## config.mk

```make
export PLATFORM = sky130hd
export DESIGN_NAME = eth_ipv4_l4_header_parser
export DESIGN_NICKNAME = d
export VERILOG_FILES = /design/src/rtl/ehp_pkg.sv /design/src/rtl/ehp_capture.sv /design/src/rtl/ehp_classify.sv /design/src/rtl/eth_ipv4_l4_header_parser.sv
export SDC_FILE = /design/constraint.sdc
export NUM_CORES = 1
export LEC_CHECK = 0
export ABC_AREA = 1
export BUFFER_PORTS_ARGS = -buffer_cell sky130_fd_sc_hd__buf_2
export CORE_ASPECT_RATIO = 1.1
export CORE_MARGIN = 5
export CORE_UTILIZATION = 54
export DETAILED_ROUTE_END_ITERATION = 7
export GPL_TIMING_DRIVEN = 0
export PLACE_DENSITY = 0.77
export SYNTH_ARGS = -nofsm -noshare
export SYNTH_HDL_FRONTEND = slang
export SYNTH_SLANG_ARGS = --single-unit
```

## constraint.sdc

```tcl
create_clock -name clk -period 4.67 [get_ports clk]
set_clock_uncertainty 0.1 [all_clocks]
set_input_delay 0.7005 -clock clk [delete_from_list [all_inputs] [get_ports clk]]
set_output_delay 0.7005 -clock clk [all_outputs]
set_load 0.02 [all_outputs]
```

## src/rtl/ehp_pkg.sv

```systemverilog
// ----------------------------------------------------------------------------
// ehp_pkg
// Types and constants of the Ethernet / IPv4 / L4 header parser.
// ----------------------------------------------------------------------------
package ehp_pkg;

	localparam int unsigned FRAME_MAX_DEF = 2048;

	localparam int unsigned ETH_HDR_BYTES = 14;
	localparam int unsigned POS_TYPE_HI = 12;
	localparam int unsigned POS_TYPE_LO = 13;
	localparam int unsigned POS_IP_VIHL = 14;
	localparam int unsigned POS_LEN_HI  = 16;
	localparam int unsigned POS_LEN_LO  = 17;
	localparam int unsigned POS_OFF_HI  = 20;
	localparam int unsigned POS_OFF_LO  = 21;
	localparam int unsigned POS_TTL     = 22;
	localparam int unsigned POS_PROTO   = 23;
	localparam int unsigned IP_HDR_END  = 24;

	localparam logic [15:0] TYPE_IPV4 = 16'h0800;
	localparam logic [7:0]  PROTO_TCP = 8'd6;
	localparam logic [7:0]  PROTO_UDP = 8'd17;

	localparam logic [2:0] ST_NOT_IPV4  = 3'd0;
	localparam logic [2:0] ST_FRAGMENT  = 3'd1;
	localparam logic [2:0] ST_OTHER     = 3'd2;
	localparam logic [2:0] ST_SRC_REJ   = 3'd3;
	localparam logic [2:0] ST_DST_REJ   = 3'd4;
	localparam logic [2:0] ST_TCP_OK    = 3'd5;
	localparam logic [2:0] ST_UDP_OK    = 3'd6;
	localparam logic [2:0] ST_TRUNCATED = 3'd7;

	localparam logic CFG_SRC_PORT = 1'b0;
	localparam logic CFG_DST_PORT = 1'b1;

	typedef struct packed {
		logic [7:0] frame_byte;
		logic       frame_end;
	} in_t;

	typedef struct packed {
		logic [2:0]  status;
		logic [15:0] ether_type;
		logic [3:0]  ip_version;
		logic [5:0]  ip_header_bytes;
		logic [15:0] ip_total_length;
		logic [15:0] fragment_offset_bytes;
		logic [7:0]  time_to_live;
		logic [7:0]  ip_protocol;
		logic [15:0] source_port;
		logic [15:0] dest_port;
		logic [1:0]  tcp_flag_bits;
		logic [15:0] udp_length;
	} out_t;

	typedef struct packed {
		logic [6:0]  transport_start;
		logic [15:0] type_word;
		logic [7:0]  first_ip_byte;
		logic [15:0] length_word;
		logic [12:0] offset_word;
		logic [7:0]  ttl_byte;
		logic [7:0]  proto_byte;
		logic [31:0] port_pair;
		logic [15:0] flags_or_udp_len;
	} frame_st_t;

endpackage

```

## src/rtl/ehp_capture.sv

```systemverilog
// ----------------------------------------------------------------------------
// ehp_capture
// Per-frame byte counter and header field capture registers.
// ----------------------------------------------------------------------------
module ehp_capture #(
	parameter int unsigned FRAME_MAX = ehp_pkg::FRAME_MAX_DEF,
	parameter int unsigned POS_W     = $clog2(FRAME_MAX + 1)
) (
	input  logic               clk,
	input  logic               arst_n,
	input  logic               advance,
	input  ehp_pkg::in_t       item,
	output ehp_pkg::frame_st_t nxt,
	output logic [POS_W-1:0]   got
);
	import ehp_pkg::*;

	logic [POS_W-1:0] pos_q;
	frame_st_t        st_q;
	frame_st_t        st;
	logic             in_range;
	logic [POS_W-1:0] d;
	logic [7:0]       b;

	always_comb begin
		st       = st_q;
		b        = item.frame_byte;
		in_range = pos_q < POS_W'(FRAME_MAX);
		d        = '0;
		if (in_range) begin
			case (pos_q)
				POS_W'(POS_TYPE_HI): st.type_word[15:8] = b;
				POS_W'(POS_TYPE_LO): st.type_word[7:0] = b;
				POS_W'(POS_IP_VIHL): begin
					st.first_ip_byte   = b;
					st.transport_start = 7'(ETH_HDR_BYTES) + 7'({b[3:0], 2'b00});
				end
				POS_W'(POS_LEN_HI): st.length_word[15:8] = b;
				POS_W'(POS_LEN_LO): st.length_word[7:0] = b;
				POS_W'(POS_OFF_HI): st.offset_word[12:8] = b[4:0];
				POS_W'(POS_OFF_LO): st.offset_word[7:0] = b;
				POS_W'(POS_TTL):    st.ttl_byte = b;
				POS_W'(POS_PROTO):  st.proto_byte = b;
				default: ;
			endcase
			if (pos_q >= POS_W'(ETH_HDR_BYTES) && pos_q >= POS_W'(st.transport_start)) begin
				d = pos_q - POS_W'(st.transport_start);
				if (d < POS_W'(4)) begin
					case (d[1:0])
						2'd0:    st.port_pair[31:24] = b;
						2'd1:    st.port_pair[23:16] = b;
						2'd2:    st.port_pair[15:8]  = b;
						default: st.port_pair[7:0]   = b;
					endcase
				end
				if (d == POS_W'(4))
					st.flags_or_udp_len[15:8] = b;
				if (d == POS_W'(5))
					st.flags_or_udp_len[7:0] = b;
				if (d == POS_W'(13) && st.proto_byte == PROTO_TCP)
					st.flags_or_udp_len[7:0] = b;
			end
		end
		nxt = st;
		got = in_range ? pos_q + POS_W'(1) : pos_q;
	end

	always_ff @(posedge clk or negedge arst_n) begin
		if (!arst_n) begin
			pos_q <= '0;
			st_q  <= '0;
		end else if (advance) begin
			if (item.frame_end) begin
				pos_q <= '0;
				st_q  <= '0;
			end else begin
				pos_q <= got;
				st_q  <= st;
			end
		end
	end

endmodule

```

## src/rtl/ehp_classify.sv

```systemverilog
// ----------------------------------------------------------------------------
// ehp_classify
// Frame classification and result field selection at end of frame.
// ----------------------------------------------------------------------------
module ehp_classify #(
	parameter int unsigned FRAME_MAX = ehp_pkg::FRAME_MAX_DEF,
	parameter int unsigned POS_W     = $clog2(FRAME_MAX + 1)
) (
	input  ehp_pkg::frame_st_t st,
	input  logic [POS_W-1:0]   got,
	input  logic [15:0]        src_match,
	input  logic [15:0]        dst_match,
	output ehp_pkg::out_t      res
);
	import ehp_pkg::*;

	logic [POS_W-1:0] s;
	logic [15:0]      sp;
	logic [15:0]      dp;
	logic [2:0]       code;

	always_comb begin
		s  = POS_W'(st.transport_start);
		sp = st.port_pair[31:16];
		dp = st.port_pair[15:0];
		if (st.offset_word != '0)
			code = ST_FRAGMENT;
		else if (st.proto_byte != PROTO_TCP && st.proto_byte != PROTO_UDP)
			code = ST_OTHER;
		else if (got < s + POS_W'(2))
			code = ST_TRUNCATED;
		else if (src_match != '0 && sp != src_match)
			code = ST_SRC_REJ;
		else if (got < s + POS_W'(4))
			code = ST_TRUNCATED;
		else if (dst_match != '0 && dp != dst_match)
			code = ST_DST_REJ;
		else if (st.proto_byte == PROTO_TCP)
			code = (got < s + POS_W'(14)) ? ST_TRUNCATED : ST_TCP_OK;
		else
			code = (got < s + POS_W'(6)) ? ST_TRUNCATED : ST_UDP_OK;

		res            = '0;
		res.ether_type = st.type_word;
		if (got < POS_W'(ETH_HDR_BYTES))
			res.status = ST_TRUNCATED;
		else if (st.type_word != TYPE_IPV4)
			res.status = ST_NOT_IPV4;
		else if (got < POS_W'(IP_HDR_END))
			res.status = ST_TRUNCATED;
		else begin
			res.status = code;
			if (code != ST_TRUNCATED) begin
				res.ip_version            = st.first_ip_byte[7:4];
				res.ip_header_bytes       = {st.first_ip_byte[3:0], 2'b00};
				res.ip_total_length       = st.length_word;
				res.fragment_offset_bytes = {st.offset_word, 3'b000};
				res.time_to_live          = st.ttl_byte;
				res.ip_protocol           = st.proto_byte;
				if (code >= ST_SRC_REJ)
					res.source_port = sp;
				if (code >= ST_DST_REJ)
					res.dest_port = dp;
				if (code == ST_TCP_OK)
					res.tcp_flag_bits = {st.flags_or_udp_len[4], st.flags_or_udp_len[1]};
				if (code == ST_UDP_OK)
					res.udp_length = st.flags_or_udp_len;
			end
		end
	end

endmodule

```

## src/rtl/eth_ipv4_l4_header_parser.sv

```systemverilog
// ----------------------------------------------------------------------------
// eth_ipv4_l4_header_parser
// Ethernet / IPv4 / TCP-UDP header parser, one frame byte per transaction.
//
//  channel   direction  handshake                    payload
//  byte      in         byte_valid / byte_ready      ehp_pkg::in_t
//  result    out        result_valid / result_ready  ehp_pkg::out_t
//  cfg       in         cfg_we                       cfg_index, cfg_data
//
// One byte per cycle while no held result stalls; each result is registered.
// The cost per byte is set by the field capture and classify logic between
// the input register and the result register.
// Reset clears the byte counter, the capture registers and both port filters.
// A held result keeps the last byte of the next frame in the input register
// and blocks further bytes until the result transaction completes.
// ----------------------------------------------------------------------------
module eth_ipv4_l4_header_parser #(
	parameter int unsigned FRAME_MAX = ehp_pkg::FRAME_MAX_DEF
) (
	input  logic          clk,
	input  logic          arst_n,
	input  logic          byte_valid,
	output logic          byte_ready,
	input  ehp_pkg::in_t  byte_data,
	output logic          result_valid,
	input  logic          result_ready,
	output ehp_pkg::out_t result_data,
	input  logic          cfg_we,
	input  logic          cfg_index,
	input  logic [15:0]   cfg_data
);
	import ehp_pkg::*;

	localparam int unsigned POS_W = $clog2(FRAME_MAX + 1);

	logic             valid_s1;
	in_t              item_s1;
	logic             out_free;
	logic             advance;
	frame_st_t        nxt;
	logic [POS_W-1:0] got;
	out_t             res;
	logic [15:0]      src_match_q;
	logic [15:0]      dst_match_q;
	logic             out_valid_q;
	out_t             out_q;

	assign out_free   = !out_valid_q || result_ready;
	assign advance    = valid_s1 && (!item_s1.frame_end || out_free);
	assign byte_ready = !valid_s1 || advance;

	always_ff @(posedge clk or negedge arst_n) begin
		if (!arst_n) begin
			valid_s1 <= 1'b0;
		end else if (byte_ready) begin
			valid_s1 <= byte_valid;
		end
	end

	always_ff @(posedge clk) begin
		if (byte_ready && byte_valid)
			item_s1 <= byte_data;
	end

	always_ff @(posedge clk or negedge arst_n) begin
		if (!arst_n) begin
			src_match_q <= '0;
			dst_match_q <= '0;
		end else if (cfg_we) begin
			case (cfg_index)
				CFG_SRC_PORT: src_match_q <= cfg_data;
				CFG_DST_PORT: dst_match_q <= cfg_data;
				default: ;
			endcase
		end
	end

	ehp_capture #(
		.FRAME_MAX(FRAME_MAX),
		.POS_W    (POS_W)
	) u_capture (
		.clk    (clk),
		.arst_n (arst_n),
		.advance(advance),
		.item   (item_s1),
		.nxt    (nxt),
		.got    (got)
	);

	ehp_classify #(
		.FRAME_MAX(FRAME_MAX),
		.POS_W    (POS_W)
	) u_classify (
		.st       (nxt),
		.got      (got),
		.src_match(src_match_q),
		.dst_match(dst_match_q),
		.res      (res)
	);

	always_ff @(posedge clk or negedge arst_n) begin
		if (!arst_n) begin
			out_valid_q <= 1'b0;
		end else if (advance && item_s1.frame_end) begin
			out_valid_q <= 1'b1;
		end else if (result_ready) begin
			out_valid_q <= 1'b0;
		end
	end

	always_ff @(posedge clk) begin
		if (advance && item_s1.frame_end)
			out_q <= res;
	end

	assign result_valid = out_valid_q;
	assign result_data  = out_q;

endmodule

```

==> impl_results.md <==
* Yosys warnings at 0
* Most used DFF post-synth: dfrtp_1
* Fin Setup TNS at -33,880 ps
* CP startpoint kind: flop
* Most frequent cell after synthesis: nand2_1
* Area share of the largest cell type after synthesis at 27.9%
* Core area at 27,900 sq um
* Sequential share of the synthesized area at 53.7%
* Final Hold Vio Count at 0
* Int Pwr at 4.74 mW
* Routing usage on met3 at 4.63%
* H-Tree Level Count at 1
* Chip Height at 186 microns
* I/O pin total at 160
* Leakage at 8.97 nW
* Critical Path Sink Type: flop
* Residual DRC at 0
* Failing checks: negative setup slack
* Combinational power share at 19.3%
* Synth-to-Final Area Change at 27.3%
* Starting density of the core at 54.7%
* Pwr dens at 343 nW/um^2
* GRT busiest layer: met2
* Clock Sinks at 301
* Critical-path top delay cell: dfrtp_1
* Met1 Usage GRT at 35.4%
* Synth top cells by count: 350 x nand2_1, 238 x inv_1, 170 x dfrtp_1
* Final WL at 46,200 microns
* Clock slew at reported path FFs at 60 ps
* Setup-failing EPs final at 105
* CTS Buf Count at 30
* WHS at 212 ps
* Clock Path Buffers at 3
* First-pass GRT wire length at 69,100 microns
* CTS tree: built
* Switch share at 28.8%
* Leading area contributor after synthesis: dfrtp_1
* Die X at 170 microns
* Port Buffers at 154
* Cell area after layout at 19,400 sq um
* Clk Latency, worst-skew pair at 570 ps
* CP arrival at 5270 ps
* Peak VDD IR at 331 uV
* Cells after DPL at 2,232
* Gpl congestion at 0.989
* Post-route minimum period at 5060 ps
* Initial antenna violation count at 0
* Placed instance area at 16,600 sq um
* Gr usage total at 27.2%
* # Max-Cap Violations at 0
* 1st-pass router iterations at 7
* Status: complete, but fails checks
* Largest cells by area after synthesis: dfrtp_1 28%, edfxtp_1 26%, nand2_1 8.6%
* Final Util at 69.7%
* CTS Root Cell: clkbuf_16
* Synth Cell Area at 15,300 sq um
* Worst min-delay path category: in -> reg
* Crit path max fanout at 8
* Sw Pwr at 1.92 mW
* Vias per cell at 5.81
* Post-synth ARST share at 56.5%
* Distinct cell type count after synthesis at 47
* RSZ-0062 raised after global routing: yes
* Mean post-synth cell area at 8.93 sq um
* Gate count of the mapped netlist at 1,709
* ANT cells at 0
* DIE AREA at 31,700 sq um
* Via count at 13,804
* Largest net degree at the start of global routing at 109
* DP HPWL at 30,200 microns
* Vias in the first global route at 13,084
* Finished Layout Cells at 2,374
* Row cnt at 64
* Max Slew Vio Count at 0
* Crit share post-route at 108%
* Worst Max-Slew Pin Slew at 890 ps
* Met2 usage at 45.4%
* Drt wl/cell at 19.5 microns
* CP required at 4880 ps
* Seq cells post-synth at 301
* Place WS at -1300 ps
* DRT iter0 DRCs at 1,381
* Critical path's largest stage delay at 410 ps
* ANT nets after route at 0
* Congestion Overflow GR at 0
* Reg power frac at 44.1%
* Share of cells above drive strength 1 at 26.7%
* Final net count at 2,063
* Crit path kind: reg -> reg
* CP dominant cell by count: nand2_2
* Max Freq at 0.198 GHz
* Relative slew slack at 40.5%
* Fill count at 2,004
* Clock share of power at 36.5%
* Post-synth EDFFs at 131
* Final Worst Setup Slack at -392 ps
* Overall power at 6.66 mW
-- state kept, by name, indices dropped and copies added (netlist names) --
| signal | cells |
|---|---|
| u_capture.st_q | 124 |
| result_data | 122 |
| dst_match_q | 16 |
| src_match_q | 16 |
| u_capture.pos_q | 12 |
| item_s1 | 9 |
| result_valid | 1 |
| valid_s1 | 1 |
-- worst max-delay path, delay by kind of cell, from the launching register on --
family,cells,cell delay [ps]
AOI/OAI and AO/OA,2,270
adders and majority gates,1,250
buffers and inverters,7,1050
DFF,1,410
and+or+nand+nor,25,2700
-- path summary, 6_finish.rpt --
kind	start	to	slack (ps)	cells past startpoint
worst max-delay path	u_capture.pos_q[4]$_DFFE_PN0P_	result_data[7]$_SDFFCE_PP0P_	-390	35
worst min-delay path	byte_data[1]	item_s1[1]$_DFFE_PP_	210	1
worst max register to register	u_capture.pos_q[4]$_DFFE_PN0P_	result_data[7]$_SDFFCE_PP0P_	-390	35
worst min register to register	u_capture.st_q[49]$_DFFE_PN0P_	u_capture.st_q[49]$_DFFE_PN0P_	400	2
max in group asynchronous	arst_n	u_capture.st_q[3]$_DFFE_PN0P_	2940	3
min in group asynchronous	arst_n	valid_s1$_DFFE_PN0N_	570	2
-- area by class of cell --
type | count | area, sq um | area share, %
multi-input cells | 1094 | 6660 | 34.3
flip-flops and latches | 301 | 8190 | 42.2
clock inverters | 13 | 128 | 0.657
well taps | 363 | 454 | 2.34
inverters | 243 | 935 | 4.81
plain buffers | 73 | 474 | 2.44
clock buffers | 43 | 891 | 4.59
repair buffers | 244 | 1690 | 8.70
-- power by group through the flow --
stage,sequential (mW),clock [mW],combinational [mW]
after floorplan,3.03,0,0.606
after global placement,2.99,0,0.933
after detailed placement,2.98,0,0.952
after CTS,2.93,2.46,1.17
after global routing,2.94,2.58,1.36
final,2.94,2.43,1.29
-- cell families (layout without fill, tap and decap cells) --
kind of cell / after synthesis / in the layout / synth area share [%]
other: 1 / 5 / 0.0246
flip-flops: 301 / 301 / 53.7
AND/OR/NAND/NOR: 711 / 712 / 21.4
AO/OA/AOI/OAI: 310 / 310 / 11.5
buffers and inverters: 319 / 616 / 8.34
adder cells (fa/ha/maj): 45 / 45 / 3.74
XOR/XNOR: 22 / 22 / 1.31
-- placed cells by master (no fill, tap or decap), types with 16 or more instances in the layout --
cell	n
nand3b_1	24
nor2_1	93
nor2_2	44
nor2_4	42
ha_1	37
edfxtp_1	131
nand3_1	31
a21oi_1	21
dfrtp_1	167
o21ai_0	124
inv_1	228
clkbuf_16	33
o22ai_1	121
nand2_1	309
nor4_1	16
nand2_2	48
nand4_1	61
clkbuf_1	51
buf_6	20
buf_4	69
xor2_1	17
buf_2	154
-- routing by layer --
metal  part of all wire [%]  vias to the layer above
met4                    4.7                        0
met5                      0                        -
met1                     38                     6540
met3                    8.7                      174
met2                     48                      779
li1                       -                     6311
-- what timing repair did --
item,CTS,global route
gates cloned,5,3
gates resized for setup,175,130
hold endpoints to repair,52,0
hold buffers,1,0
buffers inserted,55,26
pin swaps,44,48
endpoints found under the setup margin,122,107
(Power assumes the default switching activity.)
